$ cat config.mk
export PLATFORM = sky130hd
export DESIGN_NAME = antialiased_line_column_raster
export DESIGN_NICKNAME = d
export VERILOG_FILES = /design/src/rtl/alcr_pkg.sv /design/src/rtl/alcr_prep.sv /design/src/rtl/alcr_div.sv /design/src/rtl/alcr_out.sv /design/src/rtl/antialiased_line_column_raster.sv
export SDC_FILE = /design/constraint.sdc
export NUM_CORES = 2
export LEC_CHECK = 0
export ABC_CLOCK_PERIOD_IN_PS = 19000
export CELL_PAD_IN_SITES_DETAIL_PLACEMENT = 0
export CELL_PAD_IN_SITES_GLOBAL_PLACEMENT = 1
export CORE_MARGIN = 4
export CORE_UTILIZATION = 55
export CTS_CLUSTER_SIZE = 10
export DETAILED_ROUTE_END_ITERATION = 12
export DONT_BUFFER_PORTS = 1
export PLACE_DENSITY_LB_ADDON = 0.1
export SLEW_MARGIN = 10
export SYNTH_ARGS = -nofsm -noshare
export SYNTH_HDL_FRONTEND = slang
export SYNTH_SLANG_ARGS = --single-unit
$ cat constraint.sdc
create_clock -name clk -period 19 [get_ports clk]
set_input_delay 1.9 -clock clk [delete_from_list [all_inputs] [get_ports clk]]
set_output_delay 1.9 -clock clk [all_outputs]
set_load 0.02 [all_outputs]
$ cat src/rtl/alcr_pkg.sv
// Shared types and constants for the antialiased line column rasterizer.
// No dependencies; every other file imports this package.
package alcr_pkg;

  // Default fraction bits of the fixed-point intercept
  localparam int ALCR_FRAC_BITS = 16;

  // Coordinate field width
  localparam int COORD_W = 16;

  // Per-item fields that ride alongside the gradient divider
  typedef struct packed {
    logic signed [COORD_W-1:0] y0;        // ordered start, minor axis
    logic        [COORD_W-1:0] step;      // step index
    logic        [COORD_W-1:0] col;       // major axis pixel coordinate
    logic                      steep;     // axes swapped
    logic                      valid_res; // step within span
    logic                      last;      // step equals span
    logic                      neg;       // gradient is negative
  } alcr_side_t;

endpackage

$ cat src/rtl/alcr_prep.sv
// Front end: endpoint differences, steep test, axis swap and ordering.
// Depends on alcr_pkg.
module alcr_prep import alcr_pkg::*; (
  input  logic                      clk,
  input  logic                      rst,
  input  logic                      in_v,
  input  logic signed [COORD_W-1:0] start_x,
  input  logic signed [COORD_W-1:0] start_y,
  input  logic signed [COORD_W-1:0] end_x,
  input  logic signed [COORD_W-1:0] end_y,
  input  logic        [COORD_W-1:0] step_index,
  output logic                      out_v,
  output logic        [COORD_W-1:0] out_dx,
  output logic        [COORD_W-1:0] out_dym,
  output alcr_side_t                out_side
);

  // Stage 1 registers
  logic                      v1;
  logic signed [COORD_W:0]   dxr;
  logic signed [COORD_W:0]   dyr;
  logic signed [COORD_W-1:0] x0r, y0r, x1r, y1r;
  logic        [COORD_W-1:0] stepr;

  // Stage 2 combinational signals
  logic        [COORD_W:0]   adx, ady;
  logic                      steep;
  logic signed [COORD_W:0]   sdx, sdy, sdy2;
  logic signed [COORD_W-1:0] ax0, ay0, ax1, ay1, ox0, oy0;
  logic        [COORD_W-1:0] dx, dym;
  alcr_side_t                side_next;

  // Take the beat and form raw differences
  always_ff @(posedge clk) begin
    if (rst) begin
      v1 <= 1'b0;
    end else begin
      v1 <= in_v;
    end
    dxr   <= {end_x[COORD_W-1], end_x} - {start_x[COORD_W-1], start_x};
    dyr   <= {end_y[COORD_W-1], end_y} - {start_y[COORD_W-1], start_y};
    x0r   <= start_x;
    y0r   <= start_y;
    x1r   <= end_x;
    y1r   <= end_y;
    stepr <= step_index;
  end

  // Swap axes for steep lines, then order by major coordinate
  always_comb begin
    adx   = dxr[COORD_W] ? -dxr : dxr;
    ady   = dyr[COORD_W] ? -dyr : dyr;
    steep = ady > adx;
    sdx   = steep ? dyr : dxr;
    sdy   = steep ? dxr : dyr;
    ax0   = steep ? y0r : x0r;
    ay0   = steep ? x0r : y0r;
    ax1   = steep ? y1r : x1r;
    ay1   = steep ? x1r : y1r;
    ox0   = sdx[COORD_W] ? ax1 : ax0;
    oy0   = sdx[COORD_W] ? ay1 : ay0;
    dx    = sdx[COORD_W] ? COORD_W'(-sdx) : sdx[COORD_W-1:0];
    sdy2  = sdx[COORD_W] ? -sdy : sdy;
    dym   = sdy2[COORD_W] ? COORD_W'(-sdy2) : sdy2[COORD_W-1:0];
    side_next.y0        = oy0;
    side_next.step      = stepr;
    side_next.col       = ox0 + stepr;
    side_next.steep     = steep;
    side_next.valid_res = stepr <= dx;
    side_next.last      = stepr == dx;
    side_next.neg       = sdy2[COORD_W];
  end

  // Hold ordered line for the divider
  always_ff @(posedge clk) begin
    if (rst) begin
      out_v <= 1'b0;
    end else begin
      out_v <= v1;
    end
    out_dx   <= dx;
    out_dym  <= dym;
    out_side <= side_next;
  end

endmodule

$ cat src/rtl/alcr_div.sv
// Pipelined restoring divider: gradient magnitude |dy| * 2^FRAC_BITS / dx,
// one quotient bit per stage. Depends on alcr_pkg.
module alcr_div import alcr_pkg::*; #(
  parameter int FRAC_BITS = ALCR_FRAC_BITS
) (
  input  logic               clk,
  input  logic               rst,
  input  logic               in_v,
  input  logic [COORD_W-1:0] in_dx,
  input  logic [COORD_W-1:0] in_dym,
  input  alcr_side_t         in_side,
  output logic               out_v,
  output logic [FRAC_BITS:0] out_q,
  output alcr_side_t         out_side
);

  localparam int QW = FRAC_BITS + 1;
  localparam int RW = COORD_W + FRAC_BITS;

  logic               v    [QW+1];
  logic [RW-1:0]      rem  [QW+1];
  logic [QW-1:0]      quo  [QW+1];
  logic [COORD_W-1:0] dxs  [QW+1];
  alcr_side_t         side [QW+1];

  // Load the dividend at the head of the chain
  assign v[0]    = in_v;
  assign rem[0]  = {in_dym, {FRAC_BITS{1'b0}}};
  assign quo[0]  = '0;
  assign dxs[0]  = in_dx;
  assign side[0] = in_side;

  for (genvar k = 0; k < QW; k++) begin : g_stage
    localparam int B = QW - 1 - k;
    logic [RW-1:0] dsh;
    logic          ge;
    logic [RW-1:0] rem_next;
    logic [QW-1:0] quo_next;

    // Trial subtract of the shifted divisor, keep bit if it fits
    always_comb begin
      dsh         = RW'(dxs[k]) << B;
      ge          = rem[k] >= dsh;
      rem_next    = ge ? rem[k] - dsh : rem[k];
      quo_next    = quo[k];
      quo_next[B] = ge;
    end

    // Advance one stage
    always_ff @(posedge clk) begin
      if (rst) begin
        v[k+1] <= 1'b0;
      end else begin
        v[k+1] <= v[k];
      end
      rem[k+1]  <= rem_next;
      quo[k+1]  <= quo_next;
      dxs[k+1]  <= dxs[k];
      side[k+1] <= side[k];
    end
  end

  assign out_v    = v[QW];
  assign out_q    = quo[QW];
  assign out_side = side[QW];

endmodule

$ cat src/rtl/alcr_out.sv
// Back end: intercept multiply and add, floor and fraction split, opacities
// and output register. Depends on alcr_pkg.
module alcr_out import alcr_pkg::*; #(
  parameter int FRAC_BITS = ALCR_FRAC_BITS
) (
  input  logic                      clk,
  input  logic                      rst,
  input  logic                      in_v,
  input  logic [FRAC_BITS:0]        in_q,
  input  alcr_side_t                in_side,
  output logic                      done,
  output logic                      valid_res,
  output logic                      last,
  output logic signed [COORD_W-1:0] upper_px,
  output logic signed [COORD_W-1:0] upper_py,
  output logic        [7:0]         upper_alpha,
  output logic signed [COORD_W-1:0] lower_px,
  output logic signed [COORD_W-1:0] lower_py,
  output logic        [7:0]         lower_alpha
);

  localparam int PW = COORD_W + FRAC_BITS + 1;
  localparam int IW = FRAC_BITS + COORD_W + 2;

  // Multiply stage
  logic              vm;
  logic [PW-1:0]     prod;
  alcr_side_t        sm;

  // Add stage
  logic              va;
  logic signed [IW-1:0] icpt;
  alcr_side_t        sa;
  logic signed [IW-1:0] yext, pext;

  // Output stage signals
  logic signed [IW-1:0]      fl;
  logic [COORD_W-1:0]        fl16, fl16p;
  logic [FRAC_BITS-1:0]      frac;
  logic [FRAC_BITS:0]        inv;
  logic [FRAC_BITS+7:0]      la_full;
  logic [FRAC_BITS+8:0]      ua_full;
  logic                      keep;

  // Step times gradient magnitude
  always_ff @(posedge clk) begin
    if (rst) begin
      vm <= 1'b0;
    end else begin
      vm <= in_v;
    end
    prod <= PW'(in_side.step) * PW'(in_q);
    sm   <= in_side;
  end

  // Intercept = y0 * 2^F +/- product
  assign yext = IW'(sm.y0) <<< FRAC_BITS;
  assign pext = IW'(prod);

  always_ff @(posedge clk) begin
    if (rst) begin
      va <= 1'b0;
    end else begin
      va <= vm;
    end
    icpt <= sm.neg ? yext - pext : yext + pext;
    sa   <= sm;
  end

  // Split floor and fraction, scale opacities by 255
  always_comb begin
    fl      = icpt >>> FRAC_BITS;
    fl16    = fl[COORD_W-1:0];
    fl16p   = fl16 + COORD_W'(1);
    frac    = icpt[FRAC_BITS-1:0];
    inv     = (FRAC_BITS+1)'(1) << FRAC_BITS;
    inv     = inv - {1'b0, frac};
    la_full = {frac, 8'd0} - {8'd0, frac};
    ua_full = {inv, 8'd0} - {8'd0, inv};
    keep    = va && sa.valid_res;
  end

  // Drive the result beat; fields are zero outside the span
  always_ff @(posedge clk) begin
    if (rst) begin
      done <= 1'b0;
    end else begin
      done <= va;
    end
    valid_res   <= keep;
    last        <= keep && sa.last;
    upper_alpha <= keep ? ua_full[FRAC_BITS+7:FRAC_BITS] : 8'd0;
    lower_alpha <= keep ? la_full[FRAC_BITS+7:FRAC_BITS] : 8'd0;
    if (!keep) begin
      upper_px <= '0;
      upper_py <= '0;
      lower_px <= '0;
      lower_py <= '0;
    end else if (sa.steep) begin
      upper_px <= fl16;
      upper_py <= sa.col;
      lower_px <= fl16p;
      lower_py <= sa.col;
    end else begin
      upper_px <= sa.col;
      upper_py <= fl16;
      lower_px <= sa.col;
      lower_py <= fl16p;
    end
  end

endmodule

$ cat src/rtl/antialiased_line_column_raster.sv
// Wu antialiased line, one column per beat. Two front-end stages,
// FRAC_BITS + 1 divider stages (one gradient bit each), then multiply,
// add and output stages. Throughput one beat per cycle; busy is high
// only during reset. Synchronous reset clears all valid bits; the result
// side never stalls. Depends on alcr_pkg, alcr_prep, alcr_div, alcr_out.
module antialiased_line_column_raster import alcr_pkg::*; #(
  parameter int FRAC_BITS = ALCR_FRAC_BITS
) (
  input  logic                      clk,
  input  logic                      rst,
  input  logic                      start,
  output logic                      busy,
  input  logic signed [COORD_W-1:0] start_x,
  input  logic signed [COORD_W-1:0] start_y,
  input  logic signed [COORD_W-1:0] end_x,
  input  logic signed [COORD_W-1:0] end_y,
  input  logic        [COORD_W-1:0] step_index,
  output logic                      done,
  output logic                      valid_res,
  output logic                      last,
  output logic signed [COORD_W-1:0] upper_px,
  output logic signed [COORD_W-1:0] upper_py,
  output logic        [7:0]         upper_alpha,
  output logic signed [COORD_W-1:0] lower_px,
  output logic signed [COORD_W-1:0] lower_py,
  output logic        [7:0]         lower_alpha
);

  logic               accept;
  logic               pv;
  logic [COORD_W-1:0] pdx, pdym;
  alcr_side_t         pside;
  logic               dv;
  logic [FRAC_BITS:0] dq;
  alcr_side_t         dside;

  // Take a beat whenever not in reset
  assign busy   = rst;
  assign accept = start && !busy;

  alcr_prep u_prep (
    .clk        (clk),
    .rst        (rst),
    .in_v       (accept),
    .start_x    (start_x),
    .start_y    (start_y),
    .end_x      (end_x),
    .end_y      (end_y),
    .step_index (step_index),
    .out_v      (pv),
    .out_dx     (pdx),
    .out_dym    (pdym),
    .out_side   (pside)
  );

  alcr_div #(.FRAC_BITS(FRAC_BITS)) u_div (
    .clk      (clk),
    .rst      (rst),
    .in_v     (pv),
    .in_dx    (pdx),
    .in_dym   (pdym),
    .in_side  (pside),
    .out_v    (dv),
    .out_q    (dq),
    .out_side (dside)
  );

  alcr_out #(.FRAC_BITS(FRAC_BITS)) u_out (
    .clk         (clk),
    .rst         (rst),
    .in_v        (dv),
    .in_q        (dq),
    .in_side     (dside),
    .done        (done),
    .valid_res   (valid_res),
    .last        (last),
    .upper_px    (upper_px),
    .upper_py    (upper_py),
    .upper_alpha (upper_alpha),
    .lower_px    (lower_px),
    .lower_py    (lower_py),
    .lower_alpha (lower_alpha)
  );

endmodule

==> results.rst <==
.. list-table::
   :header-rows: 1

   * - Metric
     - Value
   * - Run status
     - completed
   * - Share of flip-flops with an asynchronous set or reset
     - 0%
   * - Number of buffers inserted by hold repair at cts
     - 0
   * - Worst stage delay on the critical path
     - around 0.8 ns
   * - Final number of hold-violating endpoints
     - 0
   * - Top-Level Pins
     - 167
   * - Headroom to the max-slew limit
     - a little under a quarter
   * - Total clock buffers created by CTS
     - 231
   * - Number of global-route vias before repair
     - about 48k
   * - Place WS
     - 10.50 ns
   * - Crit path max-delay family
     - compound AO/OA/AOI/OAI gates
   * - Post-CTS clock slew at the launch and capture registers of the worst setup and hold paths
     - 0.06 ns
   * - Number of synthesized flops with an enable pin
     - 0
   * - Most Frequent Cell on Critical Path
     - a21oi_1
   * - Number of DRC markers in iteration 0
     - 2321
   * - Post-layout worst setup margin
     - 10.43 ns
   * - TritonCTS clock tree
     - done
   * - Count of non-filler cells in the finished layout
     - 9321
   * - Post-synthesis area per instance
     - 10.6 sq um
   * - Row count
     - approximately 140
   * - Die ar.
     - 148000 sq um
   * - Half-perimeter wire length after placement
     - roughly 110000 microns
   * - Transition time at the pin with the least slew margin
     - 1.15 ns
   * - CTS H-tree depth
     - 4
   * - Min Tclk post-route
     - between 8 and 9 ns
   * - Worst Path Arrival
     - about 9.3 ns
   * - Overall via count from detail_route
     - between 40k and 50k
   * - Setup repair after global routing missed its margin
     - false
   * - Count of buffers from port buffering
     - 0
   * - Syn Nets
     - around 8.1k
   * - Count of final max-slew check failures
     - 0
   * - Detailed-route vias per instance
     - ~5.1
   * - ANT cells
     - 0
   * - Weighted congestion at the end of routability-driven global placement
     - 0.915
   * - Clock Skews
     - 0.0913 ns
   * - Sequential share of the synthesized area
     - a little over half
   * - Clock sink count
     - 2090
   * - # DRC
     - 0
   * - Wire length reported by the detailed router
     - 151000 microns
   * - Bufs and invs on worst path
     - 1
   * - Worst Setup Path Type
     - flip-flop to flip-flop
   * - Number of distinct library cells after synthesis
     - 88
   * - Max-cap check violation count
     - 0
   * - Final net count
     - 8218
   * - Max Root-Sink Buffers
     - 3
   * - Number of standard cells after synthesis
     - 7307
   * - Endpoint class of the critical path
     - flip-flop
   * - Cell at the slowest stage of the critical path
     - mux2_2
   * - Class of the most critical hold timing path
     - flip-flop to flip-flop
   * - Starting Density
     - 55.6%
   * - Yosys warnings
     - 0
   * - Critical Path RT
     - slightly below 20 ns
   * - Global-route wire length before repair
     - ~250000 microns
   * - WL per Instance
     - 16.2 microns
   * - Overflow left after global routing
     - 0
   * - Setup violations, final
     - 0
   * - Placed Cells
     - 9044
   * - First drt pass iteration count
     - 5
   * - Most common library cell in the layout ignoring fill and taps
     - dfxtp_1
   * - Antenna Violating Nets Remaining
     - 0
   * - Final total negative setup slack
     - 0 ns
   * - Seq cells post-synth
     - 2090
   * - Crit path max fanout
     - 57
   * - Commonest cells after routing, fill and taps aside
     - dfxtp_1 (2088), inv_1 (775), nand2_1 (523), ha_1 (507), nor2_1 (486)
   * - Maximum number of pins on one net before global-route repair
     - 97
   * - Main synth FF type
     - dfxtp_1
   * - Kind of launch point of the worst setup path
     - flip-flop
   * - Mapped cell area
     - around 78000 sq um
   * - Die width
     - 384 microns
   * - FMAX
     - 117 MHz
   * - Post-CTS Resized
     - 0
   * - Final worst-path cycle share
     - 45.1%
   * - Fraction of layout cells with a size suffix above 1
     - 5.37%
   * - Number of antenna violations at the first check in global routing
     - 0
   * - Insertion delay to the later sink of the worst-skew pair
     - 0.82 ns
   * - Total global-route track usage
     - about a fifth
   * - Count of buffers added by post-CTS timing repair for setup
     - 0
   * - Area of the core region
     - 140000 sq um
   * - CTS Root Buffer Type
     - clkbuf_16
   * - Synthesis-to-layout area growth
     - 10.7%
   * - Die H
     - 384 microns
==> Yosys cell counts (all sizes together) (7+ instances only) <==
master      n  area share, %
a2111oi     8          0.090
a211o      13           0.15
a211oi     32           0.31
a21boi     53           0.51
a21o       72           0.69
a21oi     355            2.3
a31o       10           0.11
a31oi      28           0.24
and2      121           0.97
and3       25           0.20
buf        28           0.18
clkbuf    133           0.64
dfxtp    2090             54
fa        227            5.8
ha        507            8.2
inv       775            3.7
mux2       63           0.91
mux2i     134            1.7
nand2     524            2.5
nand2b     77           0.63
nand3     100           0.64
nand3b     13           0.13
nand4      65           0.52
nand4b      8          0.090
nor2      488            2.4
nor2b      94           0.76
nor3      119           0.77
nor3b      13           0.13
nor4       52           0.42
nor4b       8          0.090
o2111ai     7          0.079
o211ai     20           0.19
o21a       60           0.58
o21ai     254            1.7
o21bai     34           0.33
o22ai       9          0.072
o31ai      39           0.38
o41ai      11           0.12
or2        23           0.19
or3        56           0.48
or4        15           0.14
xnor2     299            3.4
xor2      178            2.0
==> metal layers <==
metal / routed length, microns / GRT usage [%] / vias to the layer above
li1: - / - / 24100
met1: 68700 / 26.8 / 22100
met2: 73600 / 35.9 / 796
met3: 5210 / 3.01 / 255
met4: 3640 / 5.98 / 0
met5: 0 / 0 / -
==> cell type report <==
| class | count | area (sq um) |
|---|---|---|
| Clock inverter | 17 | 403 |
| Clock buffer | 260 | 5990 |
| Timing Repair Buffer | 22 | 165 |
| Inverter | 775 | 2910 |
| Tap cell | 1876 | 2350 |
| Multi-Input combinational cell | 4281 | 32400 |
| Fill cell | 11500 | 53900 |
| Sequential cell | 2090 | 41800 |
==> worst reg2reg max path: cells and delay by family, from the launching register on <==
family / cells / cell delay (ns)
buffers and inverters: 1 / 0.60
XOR/XNOR: 2 / 0.24
AND/OR/NAND/NOR: 7 / 2.36
adder cells (fa/ha/maj): 3 / 0.95
flip-flops: 1 / 0.39
multiplexers: 3 / 1.27
AO/OA/AOI/OAI: 13 / 2.70
==> worst paths after layout <==
check | slack (ns) | depth (start not counted) | from | endpoint
max | 10.43 | 29 | u_prep.dyr[2]$_DFF_P_ | u_prep.out_side[18]$_DFF_P_
min | 0.30 | 0 | u_div.g_stage[13].quo_next[4]$_DFF_P_ | u_div.g_stage[14].quo_next[4]$_DFF_P_
max reg2reg | 10.43 | 29 | u_prep.dyr[2]$_DFF_P_ | u_prep.out_side[18]$_DFF_P_
min reg2reg | 0.30 | 0 | u_div.g_stage[13].quo_next[4]$_DFF_P_ | u_div.g_stage[14].quo_next[4]$_DFF_P_
==> per-stage QoR <==
stage                     utilization, %  cell area, sq um  hold slack (ns)
after floorplan                        -             77800            0.310
after global placement              56.9             79700            0.310
after detailed placement            56.9             79700            0.312
after CTS                           61.5             86100            0.295
after global routing                61.5             86100            0.305
final                               61.5             86100            0.299
==> registers in the layout, summed over array words and instances, names as in the netlist, 36 cells and up <==
signal	flops
u_div.side	832
u_div.rem	376
u_div.dxs	256
u_div.g_stage.quo_next	136
u_div.out_side	52
u_prep.out_side	52
u_out.sm	36
==> kinds of logic (layout without fill, tap and decap cells) <==
group                    Yosys count  count (layout)  share of synthesized area [%]
flip-flops                      2090            2090                           53.8
multiplexers                     197             197                           2.64
adder cells (fa/ha/maj)          734             734                           14.0
XOR/XNOR                         477             477                           5.38
buffers and inverters            936            1074                           4.57
AND/OR/NAND/NOR                 1813            1813                           11.2
AO/OA/AOI/OAI                   1060            1060                           8.46
Power is not shown: default switching activity piles up to over one toggle a cycle in this logic, so the estimate is an artifact.
